==> src/design/isu_pkg.sv <==
package isu_pkg;

    // Bound width is fixed by the word format on both channels.
    localparam int BOUND_WIDTH = 16;

    // Default number of stored ranges.
    localparam int TABLE_DEPTH_DEF = 16;

    typedef logic [BOUND_WIDTH-1:0] bound_t;

    // Operation codes carried in the command word.
    localparam logic OP_INSERT = 1'b0;
    localparam logic OP_CLEAR  = 1'b1;

    // Command word.
    typedef struct packed {
        logic   op;
        bound_t range_high;
        bound_t range_low;
    } cmd_word_t;

    // Result word, one per stored range.
    typedef struct packed {
        bound_t entry_high;
        bound_t entry_low;
        logic   last;
        logic   empty_res;
        logic   rejected;
    } res_word_t;

    // One table entry as held in the banks.
    typedef struct packed {
        bound_t high;
        bound_t low;
    } range_t;

    // Operands of the shared compare unit.
    typedef struct packed {
        bound_t lt_a;
        bound_t lt_b;
        bound_t ovl_lo;
        bound_t ovl_hi;
        bound_t min_b;
    } cmp_op_t;

    // Results of the shared compare unit.
    typedef struct packed {
        logic   lt;
        logic   ovl;
        bound_t min_lo;
    } cmp_res_t;

endpackage

==> src/design/isu_bank.sv <==
module isu_bank
    import isu_pkg::*;
#(
    parameter int TABLE_DEPTH = TABLE_DEPTH_DEF,
    localparam int AW = (TABLE_DEPTH > 1) ? $clog2(TABLE_DEPTH) : 1
)
(
    input  logic          clk,
    input  logic          wr_en,
    input  logic [AW-1:0] wr_addr,
    input  range_t        wr_data,
    input  logic [AW-1:0] rd_addr,
    output range_t        rd_data
);

    range_t mem [TABLE_DEPTH];
    range_t rd_data_reg;

    // One write port and one registered read port.
    always_ff @(posedge clk)
    begin
        if (wr_en)
        begin
            mem[wr_addr] <= wr_data;
        end
        rd_data_reg <= mem[rd_addr];
    end

    assign rd_data = rd_data_reg;

endmodule

==> src/design/isu_cmp.sv <==
module isu_cmp
    import isu_pkg::*;
(
    input  cmp_op_t  ops,
    output cmp_res_t res
);

    // Ordering compare: high bound check on accept, placement check while merging.
    assign res.lt = ops.lt_a < ops.lt_b;

    // Overlap test between the open range and the next one.
    assign res.ovl = ops.ovl_lo <= ops.ovl_hi;

    // Smaller of the two low bounds for a merged range.
    assign res.min_lo = (ops.min_b < ops.ovl_lo) ? ops.min_b : ops.ovl_lo;

endmodule

==> src/design/isu_seq.sv <==
module isu_seq
    import isu_pkg::*;
#(
    parameter int TABLE_DEPTH = TABLE_DEPTH_DEF,
    localparam int AW = (TABLE_DEPTH > 1) ? $clog2(TABLE_DEPTH) : 1,
    localparam int CW = $clog2(TABLE_DEPTH + 1)
)
(
    input  logic          clk,
    input  logic          rst_n,
    input  logic          cmd_valid,
    input  cmd_word_t     cmd,
    output logic          cmd_stall,
    input  range_t        rd_data,
    input  logic          out_ready,
    output logic          out_load,
    output res_word_t     out_word,
    output logic          bank_sel,
    output logic          wr_en,
    output logic          wr_bank,
    output logic [AW-1:0] wr_addr,
    output range_t        wr_data,
    output logic [AW-1:0] rd_addr
);

    typedef enum logic [4:0] {
        S_IDLE   = 5'b00001,
        S_MERGE  = 5'b00010,
        S_FLUSH  = 5'b00100,
        S_PRIME  = 5'b01000,
        S_STREAM = 5'b10000
    } state_t;

    state_t        state_reg,     state_next;
    logic [CW-1:0] count_reg,     count_next;
    logic [CW-1:0] rd_idx_reg,    rd_idx_next;
    logic [CW-1:0] wr_idx_reg,    wr_idx_next;
    logic          pend_reg,      pend_next;
    logic          acc_valid_reg, acc_valid_next;
    logic          rej_reg,       rej_next;
    logic          bank_sel_reg,  bank_sel_next;
    range_t        acc_reg,       acc_next;
    range_t        new_reg,       new_next;

    logic          have_entry;
    logic          take_new;
    logic          is_last;
    range_t        sel;
    cmp_op_t       cmp_ops;
    cmp_res_t      cmp_res;

    // Pick the next range of the sorted stream: the new range goes in front
    // of the first stored range with a strictly lower high bound.
    assign have_entry = rd_idx_reg < count_reg;
    assign take_new   = pend_reg && (!have_entry || cmp_res.lt);
    assign sel        = take_new ? new_reg : rd_data;
    assign is_last    = (rd_idx_reg + CW'(1)) == count_reg;

    // Operand steering for the shared compare unit.
    always_comb
    begin
        if (state_reg == S_IDLE)
        begin
            cmp_ops.lt_a = cmd.range_high;
            cmp_ops.lt_b = cmd.range_low;
        end
        else
        begin
            cmp_ops.lt_a = rd_data.high;
            cmp_ops.lt_b = new_reg.high;
        end
        cmp_ops.ovl_lo = acc_reg.low;
        cmp_ops.ovl_hi = sel.high;
        cmp_ops.min_b  = sel.low;
    end

    isu_cmp u_cmp (
        .ops (cmp_ops),
        .res (cmp_res)
    );

    // Sequencer.
    always_comb
    begin
        state_next     = state_reg;
        count_next     = count_reg;
        rd_idx_next    = rd_idx_reg;
        wr_idx_next    = wr_idx_reg;
        pend_next      = pend_reg;
        acc_valid_next = acc_valid_reg;
        rej_next       = rej_reg;
        bank_sel_next  = bank_sel_reg;
        acc_next       = acc_reg;
        new_next       = new_reg;
        wr_en          = 1'b0;
        out_load       = 1'b0;
        out_word       = '0;

        case (state_reg)
            S_IDLE:
            begin
                if (cmd_valid)
                begin
                    rd_idx_next = '0;
                    rej_next    = 1'b0;
                    if (cmd.op == OP_CLEAR)
                    begin
                        count_next = '0;
                        state_next = S_STREAM;
                    end
                    else if (cmp_res.lt || (count_reg >= CW'(TABLE_DEPTH)))
                    begin
                        rej_next   = 1'b1;
                        state_next = S_STREAM;
                    end
                    else
                    begin
                        new_next.high  = cmd.range_high;
                        new_next.low   = cmd.range_low;
                        pend_next      = 1'b1;
                        acc_valid_next = 1'b0;
                        wr_idx_next    = '0;
                        state_next     = S_MERGE;
                    end
                end
            end

            S_MERGE:
            begin
                if (!have_entry && !pend_reg)
                begin
                    state_next = S_FLUSH;
                end
                else
                begin
                    if (take_new)
                    begin
                        pend_next = 1'b0;
                    end
                    else
                    begin
                        rd_idx_next = rd_idx_reg + CW'(1);
                    end

                    // Open, extend, or close and write out the current range.
                    if (!acc_valid_reg)
                    begin
                        acc_next       = sel;
                        acc_valid_next = 1'b1;
                    end
                    else if (cmp_res.ovl)
                    begin
                        acc_next.low = cmp_res.min_lo;
                    end
                    else
                    begin
                        wr_en       = 1'b1;
                        wr_idx_next = wr_idx_reg + CW'(1);
                        acc_next    = sel;
                    end
                end
            end

            S_FLUSH:
            begin
                wr_en         = 1'b1;
                count_next    = wr_idx_reg + CW'(1);
                bank_sel_next = ~bank_sel_reg;
                state_next    = S_PRIME;
            end

            S_PRIME:
            begin
                rd_idx_next = '0;
                state_next  = S_STREAM;
            end

            S_STREAM:
            begin
                if (out_ready)
                begin
                    out_load = 1'b1;
                    if (count_reg == '0)
                    begin
                        out_word.last      = 1'b1;
                        out_word.empty_res = 1'b1;
                        out_word.rejected  = rej_reg;
                        state_next         = S_IDLE;
                    end
                    else
                    begin
                        out_word.entry_high = rd_data.high;
                        out_word.entry_low  = rd_data.low;
                        out_word.last       = is_last;
                        out_word.rejected   = rej_reg;
                        rd_idx_next         = rd_idx_reg + CW'(1);
                        if (is_last)
                        begin
                            state_next = S_IDLE;
                        end
                    end
                end
            end

            default:
            begin
                state_next = S_IDLE;
            end
        endcase
    end

    // Control state.
    always_ff @(posedge clk or negedge rst_n)
    begin
        if (!rst_n)
        begin
            state_reg     <= S_IDLE;
            count_reg     <= '0;
            rd_idx_reg    <= '0;
            wr_idx_reg    <= '0;
            pend_reg      <= 1'b0;
            acc_valid_reg <= 1'b0;
            rej_reg       <= 1'b0;
            bank_sel_reg  <= 1'b0;
        end
        else
        begin
            state_reg     <= state_next;
            count_reg     <= count_next;
            rd_idx_reg    <= rd_idx_next;
            wr_idx_reg    <= wr_idx_next;
            pend_reg      <= pend_next;
            acc_valid_reg <= acc_valid_next;
            rej_reg       <= rej_next;
            bank_sel_reg  <= bank_sel_next;
        end
    end

    // Range payload.
    always_ff @(posedge clk)
    begin
        acc_reg <= acc_next;
        new_reg <= new_next;
    end

    // Bank control: reads follow the next index so that the registered read
    // data always matches the current index; merged ranges go to the other bank.
    assign cmd_stall = state_reg != S_IDLE;
    assign bank_sel  = bank_sel_reg;
    assign wr_bank   = ~bank_sel_reg;
    assign wr_addr   = wr_idx_reg[AW-1:0];
    assign wr_data   = acc_reg;
    assign rd_addr   = rd_idx_next[AW-1:0];

    // The table never holds more ranges than it has room for.
    a_count_bound: assert property (@(posedge clk) disable iff (!rst_n)
        count_reg <= CW'(TABLE_DEPTH))
        else $error("entry count exceeds table depth");

    // Merged output never overtakes the ranges consumed from the old bank.
    a_wr_behind_rd: assert property (@(posedge clk) disable iff (!rst_n)
        (state_reg == S_MERGE) |-> (wr_idx_reg <= rd_idx_reg))
        else $error("merge write index passed read index");

    // Every completed merge pass swaps the active bank.
    a_bank_swap: assert property (@(posedge clk) disable iff (!rst_n)
        (state_reg == S_FLUSH) |=> (bank_sel_reg != $past(bank_sel_reg)))
        else $error("bank not swapped after merge");

    // An empty-table word is the only and final word of its item.
    a_empty_last: assert property (@(posedge clk) disable iff (!rst_n)
        (out_load && out_word.empty_res) |-> (out_word.last && (count_reg == '0)))
        else $error("empty word not final or table not empty");

endmodule

==> src/design/interval_set_union_core.sv <==
// Interval union table: holds up to TABLE_DEPTH closed ranges ordered by
// descending high bound. An insert word places its range after all stored
// ranges with an equal or higher high bound and merges overlapping neighbors
// (the merged range keeps the upper high bound and the smaller low bound); a
// clear word empties the table. After every command word the whole table is
// returned, one result word per range, top first, with last on the final word;
// an empty table returns a single word with empty_res set and zero bounds.
// Inserts with high below low, or into a full table, leave the table unchanged
// and set rejected on every result word. One command is handled at a time and
// cmd_stall stays high until its last result word has been loaded into the
// output register. An accepted insert makes one merge step per stored range
// plus one for the new range through a single shared compare unit, then
// returns one result per cycle, while the result side does not stall, read
// back from the table banks. Clear and rejected inserts go straight to
// returning their result words.
module interval_set_union_core
    import isu_pkg::*;
#(
    parameter int TABLE_DEPTH = TABLE_DEPTH_DEF,
    localparam int AW = (TABLE_DEPTH > 1) ? $clog2(TABLE_DEPTH) : 1
)
(
    input  logic      clk,
    input  logic      rst_n,
    input  logic      cmd_valid,
    output logic      cmd_stall,
    input  cmd_word_t cmd,
    output logic      res_valid,
    input  logic      res_stall,
    output res_word_t res
);

    logic          out_ready;
    logic          out_load;
    res_word_t     out_word;
    logic          bank_sel;
    logic          wr_en;
    logic          wr_bank;
    logic [AW-1:0] wr_addr;
    range_t        wr_data;
    logic [AW-1:0] rd_addr;
    range_t        rd_data0;
    range_t        rd_data1;
    range_t        rd_data;
    logic          res_valid_reg;
    res_word_t     res_reg;

    // Sequencer with the shared compare unit.
    isu_seq #(
        .TABLE_DEPTH (TABLE_DEPTH)
    ) u_seq (
        .clk       (clk),
        .rst_n     (rst_n),
        .cmd_valid (cmd_valid),
        .cmd       (cmd),
        .cmd_stall (cmd_stall),
        .rd_data   (rd_data),
        .out_ready (out_ready),
        .out_load  (out_load),
        .out_word  (out_word),
        .bank_sel  (bank_sel),
        .wr_en     (wr_en),
        .wr_bank   (wr_bank),
        .wr_addr   (wr_addr),
        .wr_data   (wr_data),
        .rd_addr   (rd_addr)
    );

    // Ping-pong table banks: one holds the current table, the other takes the
    // result of the next merge pass.
    isu_bank #(
        .TABLE_DEPTH (TABLE_DEPTH)
    ) u_bank0 (
        .clk     (clk),
        .wr_en   (wr_en && (wr_bank == 1'b0)),
        .wr_addr (wr_addr),
        .wr_data (wr_data),
        .rd_addr (rd_addr),
        .rd_data (rd_data0)
    );

    isu_bank #(
        .TABLE_DEPTH (TABLE_DEPTH)
    ) u_bank1 (
        .clk     (clk),
        .wr_en   (wr_en && (wr_bank == 1'b1)),
        .wr_addr (wr_addr),
        .wr_data (wr_data),
        .rd_addr (rd_addr),
        .rd_data (rd_data1)
    );

    assign rd_data = bank_sel ? rd_data1 : rd_data0;

    // Output register: loads when empty or when its word is being taken.
    assign out_ready = !res_valid_reg || !res_stall;

    always_ff @(posedge clk or negedge rst_n)
    begin
        if (!rst_n)
        begin
            res_valid_reg <= 1'b0;
        end
        else if (out_load)
        begin
            res_valid_reg <= 1'b1;
        end
        else if (!res_stall)
        begin
            res_valid_reg <= 1'b0;
        end
    end

    always_ff @(posedge clk)
    begin
        if (out_load)
        begin
            res_reg <= out_word;
        end
    end

    assign res_valid = res_valid_reg;
    assign res       = res_reg;

endmodule

==> config.mk <==
export PLATFORM = sky130hd
export DESIGN_NAME = interval_set_union_core
export DESIGN_NICKNAME = d
export VERILOG_FILES = /design/src/design/isu_pkg.sv /design/src/design/isu_bank.sv /design/src/design/isu_cmp.sv /design/src/design/isu_seq.sv /design/src/design/interval_set_union_core.sv
export SDC_FILE = /design/constraint.sdc
export NUM_CORES = 1
export LEC_CHECK = 0
export BUFFER_PORTS_ARGS = -buffer_cell sky130_fd_sc_hd__buf_2
export CAP_MARGIN = 0
export CELL_PAD_IN_SITES_DETAIL_PLACEMENT = 1
export CELL_PAD_IN_SITES_GLOBAL_PLACEMENT = 1
export CORE_UTILIZATION = 25
export CTS_CLUSTER_SIZE = 8
export DETAILED_ROUTE_END_ITERATION = 12
export HOLD_SLACK_MARGIN = 0.15
export PLACE_DENSITY_LB_ADDON = 0.1
export SLEW_MARGIN = 20
export SYNTH_ARGS = -nofsm -noshare
export SYNTH_HDL_FRONTEND = slang
export SYNTH_SLANG_ARGS = --single-unit
==> constraint.sdc <==
create_clock -name clk -period 9.7 [get_ports clk]
set_clock_uncertainty 0.2 [all_clocks]
set_input_delay 0.485 -clock clk [delete_from_list [all_inputs] [get_ports clk]]
set_output_delay 0.485 -clock clk [all_outputs]
set_load 0.02 [all_outputs]
; ---- Word level (Yosys, flattened, before mapping)
; Memory sizes are Yosys's and may differ from the RTL's. A register that Yosys moved wholly into a read port is not among the register bits.
; Index checks and enable logic that the tools add are counted.
; W data, S select, Z words.
[totals]
wordCells = 142
output_inout_bits = 37
ramBits = 1024
mem_count = 2
ff_bits = 124
in_bits = 37
[memory_table]
columns = memory, words, width, read_ports, rd_ports_with_merged_regs, wr, line
row1 = u_bank0.mem, 16, 32, 1, 1, 1, isu_bank.sv:16  ; range_t mem [TABLE_DEPTH];
row2 = u_bank1.mem, 16, 32, 1, 1, 1, isu_bank.sv:16
[op_classes]
magnitude_cmp = 5
n_addsub = 2
n_reduce_logical = 27
bitwise = 6
n_eq_ne = 23
muxes = 58
[ops]
columns = op, count
row1 = $mux W32, 4
row2 = $mux W5, 20
row3 = $mux W16, 3
row4 = $lt A16 B16 Y1, 2
row5 = $pmux W5 S5, 1
row6 = $mux W1, 24
row7 = $ne A2 B2 Y1 const B, 10
row8 = $pmux W5 S2, 2
row9 = $pmux W5 S4, 1
row10 = $le A16 B16 Y1, 1
row11 = $reduce_and A6 Y1, 2
row12 = $add A5 B1 Y5 const B, 2
row13 = $reduce_and A3 Y1, 3
row14 = $ne A2 B1 Y1 const B, 4
row15 = $reduce_and A4 Y1, 2
row16 = $reduce_and A7 Y1, 1
row17 = $not A1 Y1, 6
row18 = $pmux W1 S2, 3
row19 = $eq A5 B1 Y1 const B, 1
row20 = $eq A5 B2 Y1 const B, 1
row21 = $eq A5 B3 Y1 const B, 1
row22 = $eq A5 B4 Y1 const B, 1
row23 = $eq A5 B5 Y1, 1
row24 = $eq A5 B5 Y1 const B, 1
row25 = other kinds (14), 24

; ---- Depth between registers and ports, before layout
[logic_depth]
depth_word = 14
ltp_mapped = 28
ltp_nobuf = 24

; ---- By module
; Synthesis repeated with hierarchy kept, for this count alone.
[unflattened]
cells_unflattened = 2380
area_unflattened_um2 = 47678.2
[modules_own_cells]
columns = mod, area_each_um2, seq_area_each_um2, n_inst, cells_per_inst
row1 = isu_bank, 19835.3, 16015.4, 2, 838
row2 = isu_seq, 4946.0, 2523.7, 1, 456
row3 = interval_set_union_core, 1644.1, 1076.0, 1, 76
row4 = isu_cmp, 1417.6, 0.0, 1, 172

; ---- Worst setup path after synthesis
; Ideal clock, no wire load.
[synth_path]
path_kind = register -> register
start = register u_seq.state_reg[0]
end = register u_seq.wr_idx_reg[3]
stages_incl_launch_ff = 14
path_buffers = 1
slack_ns = 0.097
arrival_ns = 9.282
period_less_slack_ns = 9.603
setup_time_ns = 0.121
required_time_ns = 9.379
cell_sequence = dfstp_2 > or3b_1 > nor3_4 > clkbuf_1 > mux2i_1 > ha_1 > nand4_1 > nor2_1 > o311ai_4 > a311o_1 > a2111oi_0 > or2_2 > o211ai_1 > a22o_1
[synth_between]
elab_chain_cells = 9
word_cells_on_any_way = 18
classes_between = 2 x order compare / 8 x eq/ne / 3 x mux / 5 x reduce/logical
[synth_rtl]
columns = item, line
row1 = start: declaration, isu_seq.sv:34  ; state_t state_reg, state_next;
row2 = start signal: assignment, isu_seq.sv:228  ; state_reg <= state_next;
row3 = $eq A5 B1 Y1, "isu_seq.sv:62, isu_seq.sv:99"
row4 = $mux W32, isu_seq.sv:62  ; if (state_reg == S_IDLE)
row5 = $lt A16 B16 Y1, isu_cmp.sv:9  ; assign res.lt = ops.lt_a < ops.lt_b;
row6 = $logic_or A1 B1 Y1, isu_seq.sv:55  ; assign take_new = pend_reg && (!have_entry || cmp_res.lt);
row7 = $logic_and A1 B1 Y1, isu_seq.sv:55
row8 = $mux W32, isu_seq.sv:56  ; assign sel = take_new ? new_reg : rd_data;
row9 = $le A16 B16 Y1, isu_cmp.sv:12  ; assign res.ovl = ops.ovl_lo <= ops.ovl_hi;
row10 = $ne A2 B2 Y1 (no source line), --
row11 = $reduce_and A7 Y1 (no source line), --
row12 = end signal: assignment, isu_seq.sv:231  ; wr_idx_reg <= wr_idx_next;
row13 = end: declaration, isu_seq.sv:37  ; logic [CW-1:0] wr_idx_reg, wr_idx_next;
; Parallel ways exist; a longest one is shown, timed or not.
; A chain may end at the register's enable or synchronous reset.

; ---- Final worst setup path
[layout_path]
start = register u_seq.state_reg[0]
end = memory u_bank1.mem[8][28] (netlist bit) (enable)
[layout_between]
elab_chain_cells = 14
word_cells_on_any_way = 16
classes_between = 2 x order compare / 3 x eq/ne / 8 x mux / 3 x reduce/logical
[layout_rtl]
columns = item, line
row1 = $eq A5 B1 Y1, isu_seq.sv:62
row2 = $mux W32, isu_seq.sv:62
row3 = $lt A16 B16 Y1, isu_cmp.sv:9
row4 = $logic_or A1 B1 Y1, isu_seq.sv:55
row5 = $logic_and A1 B1 Y1, isu_seq.sv:55
row6 = $mux W32, isu_seq.sv:56
row7 = $le A16 B16 Y1, isu_cmp.sv:12
row8 = $mux W1, isu_seq.sv:151  ; else if (cmp_res.ovl)
row9 = $mux W1, isu_seq.sv:146  ; if (!acc_valid_reg)
row10 = $mux W1, isu_seq.sv:130  ; if (!have_entry && !pend_reg)
row11 = $pmux W1 S2 *, isu_seq.sv:99  ; case (state_reg)
row12 = $logic_and A1 B1 Y1 *, interval_set_union_core.sv:86  ; .wr_en (wr_en && (wr_bank == 1'b1)),
row13 = $mux W1 *, isu_bank.sv:22  ; if (wr_en)
row14 = $mux W1 (not written as such) *, isu_bank.sv:24  ; mem[wr_addr] <= wr_data;
row15 = end: declaration, isu_bank.sv:16
; Mark *: on every way between the ends. The rest lies on a longest branch, timed or not.

==> impl_metrics.toml <==
[floorplanning]
io_pins = 74
initial_core_util = 0.251
die_y_um = 450
die_w_um = 450
dieArea_sq_um = 203000
coreArea_sq_um = 200000
rows = 164

[global_route]
antenna_found_initial = 13
grt_usage = 0.181
grt_max_degree = 135
grt_pass1_wl_um = 262000
first_global_vias = 32700
overflow = 0

[cells_and_area]
regArea_sq_um = 35600
fill_cells = 20800
drive_gt1_frac = 0.165
area_delta_synth_final_pct = 19.2
multi_input_area_sq_um = 12500
final_util = 0.300
nNetsFinal = 3599

[synthesis]
synth_top_flop_cell = "edfxtp_1"
netlist_instances = 3336
yosysWarnings = 0
post_synth.cell_area_avg_sq_um = 15.0
synth_edf_count = 1123
ys_seq_area_frac = 0.710
syn-num-nets = 3429
ys_async_sr_fraction = 0.0206
synthDistinctLibCells = 65
syn_area_sq_um = 50200
ys_ff_latch = 1212

[cts]
htreeDepth = 4
cts_resized = 0
clock_latency_ns = 0.81
cts_sinks = 1212
cts_setup_buffers = 0
clockBufferDepth = 3
clk_pin_slew_worst_paths_ns = 0.05
ctsRootBufferMaster = "clkbuf_16"
cts-buffers-inserted = 171
cts_hold_buf = 40
cts_tree = "done"

[critical_path]
max_stage_delay_ns = 0.85
crit_arrival_ns = 8.97
worst-endpoint-required_ns = 9.93
crit_fanout = 50
crit_path_start_kind = "flop"
reg2reg_setup_slack_ns = 0.97
end_kind = "flop"
cp_common_cell = "buf_4"
path_buf_inv = 5
crit_family = "compound AO/OA/AOI/OAI gates"
crit_type = "flop to flop"
crit_slowest_cell = "a21oi_1"

[sta]
worst_slack_ns = 0.966
setup_viol_count_final = 0
period_share = 0.900
drv_slew = 0
holdWs_ns = 0.235
max_freq_mhz = 114
finalCriticalPeriod_ns = 8.73
worst_slew_pin_slew_ns = 1.09
fin_tns_setup_ns = 0
finalHoldViolCount = 0
rsz0062_at_grt = "no"
max_slew_margin = 0.274

[placed_design]
post-dp-hpwl_um = 112000
place_congestion = 0.815
io_buffer_count = 73
dp_slack_ns = 0.755

[power]
leakage_nw = 19.0
peakVddDrop_mv = 0.130
pwr_density_cell_nw_per_um2 = 243

[detailed_routing]
ant_nets = 0
num_vias = 30500
drt_pass1_iterations = 5
routedWlPerCell_um = 29.4
drc = 0
avgViaCountPerCell = 4.85
wl_um = 185000
drtIter0Drc = 2032

[status]
status = "finished clean"

[job]
drv_cap = 0

[min_path]
min_path_type = "primary input to flop"
[cell usage after synthesis (3+ instances only)]
master / instances / area [sq um]
a21boi_0: 3 / 22.5
nand2_1: 39 / 146
mux2i_1: 47 / 470
mux2_2: 144 / 1620
nand3_1: 16 / 80.1
nor2_1: 117 / 439
o211ai_1: 771 / 5790
nand4_1: 72 / 450
dfrtp_1: 24 / 601
or3_1: 3 / 18.8
nor3_1: 6 / 30.0
o21a_1: 10 / 75.1
xor2_1: 5 / 43.8
xnor2_1: 8 / 70.1
edfxtp_1: 1123 / 33700
o21ai_0: 34 / 170
a31oi_1: 4 / 25.0
inv_2: 3 / 11.3
nand2b_1: 6 / 37.5
nor4_1: 4 / 25.0
buf_6: 23 / 259
buf_2: 42 / 210
dfxtp_1: 64 / 1280
a22o_1: 3 / 26.3
mux2_1: 108 / 1220
inv_1: 306 / 1150
a21oi_1: 56 / 280
buf_1: 7 / 26.3
nor2b_1: 5 / 31.3
clkbuf_1: 177 / 664
a21o_1: 7 / 52.6
ha_1: 56 / 701
[cells by family (layout without fill, tap and decap cells)]
family | count (synthesis) | count (layout) | synth area share
other | 0 | 3 | 0
AND/OR/NAND/NOR | 280 | 280 | 0.0271
flip-flops | 1212 | 1212 | 0.710
multiplexers | 301 | 301 | 0.0668
buffers and inverters | 561 | 860 | 0.0466
AO/OA/AOI/OAI | 913 | 913 | 0.133
XOR/XNOR | 13 | 13 | 0.00227
adder cells (fa/ha/maj) | 56 | 56 | 0.0140
[worst paths after layout]
path	start	to	cells past startpoint
setup / recovery	u_seq.state_reg[0]	u_bank1.mem[8][28]	25
hold / removal	cmd[28]	u_seq.new_reg[28]	2
setup reg to reg	u_seq.state_reg[0]	u_bank1.mem[8][28]	25
hold reg to reg	u_seq.count_reg[3]	u_seq.count_reg[3]	2
max in group asynchronous	rst_n	u_seq.rd_idx_reg[0]	4
min in group asynchronous	rst_n	res_valid	4
[final cells by class]
type | instances | area share
clock inverters | 15 | 0.00330
inverters | 310 | 0.0196
repair buffers | 248 | 0.0370
flip-flops and latches | 1212 | 0.595
multi-input cells | 1563 | 0.209
diodes | 3 | 0.000125
well taps | 2656 | 0.0555
clock buffers | 287 | 0.0795
[layout by cell type, fill, tap and decap left out, types with 7 or more instances in the layout]
cell / synthesis / layout
nor2_4: 0 / 30
inv_1: 306 / 306
buf_2: 42 / 73
nor2_1: 117 / 87
dlygate4sd3_1: 0 / 39
nand3_1: 16 / 16
buf_4: 2 / 104
xnor2_1: 8 / 8
a21o_1: 7 / 7
mux2_2: 144 / 144
dfrtp_1: 24 / 22
clkbuf_16: 0 / 173
mux2i_1: 47 / 47
buf_12: 0 / 25
o211ai_1: 771 / 771
a21oi_1: 56 / 55
mux2_1: 108 / 108
o21ai_0: 34 / 34
nand4_1: 72 / 72
dfxtp_1: 64 / 64
edfxtp_1: 1123 / 1123
clkbuf_1: 177 / 114
ha_1: 56 / 56
nand2_1: 39 / 39
[report_power, final]
part | switching, mW | internal, mW | leakage (nW)
clock network | 2.32 | 3.32 | 2.35
logic | 1.88 | 0.849 | 5.66
registers | 0.217 | 5.96 | 11.0
total | 4.42 | 10.1 | 19.0
[worst reg2reg max path, cell delays in order, from the launching register on]
cell and delay (ns):
dfstp_2 0.60, or3b_1 0.44, nor3_4 0.13, buf_4 0.32, inv_2 0.34, nor2_1 0.18, a21oi_1 0.06, ha_1 0.35
a21oi_1 0.16, o21ai_0 0.14, a221oi_1 0.70, a21boi_0 0.33, nand2b_2 0.36, buf_4 0.32, nand2_1 0.12, o21ai_0 0.15
ha_1 0.37, nand4_1 0.13, nor2_1 0.20, nand2_1 0.11, a211o_1 0.27, a21oi_1 0.85, o211ai_1 0.17, buf_4 0.27
nor2_4 0.53, buf_4 0.54
[routing by layer]
layer  vias up  wire [um]  GRT usage
met5         -         13          0
met4         2       3990     0.0495
met3       187       5890     0.0232
met2       621      89500      0.302
met1     16200      85900      0.247
li1      13400          -          -
[metrics by stage]
stage | power, mW | instances | instance area, sq um
detailed placement | 9.03 | 5948 | 54400
finish | 14.5 | 6294 | 59800
floorplan | 7.80 | 3336 | 50200
CTS | 14.8 | 6290 | 59800
global placement | 9.02 | 5939 | 54200
global route | 15.1 | 6291 | 59800
Power figures use the tool's default switching activity.
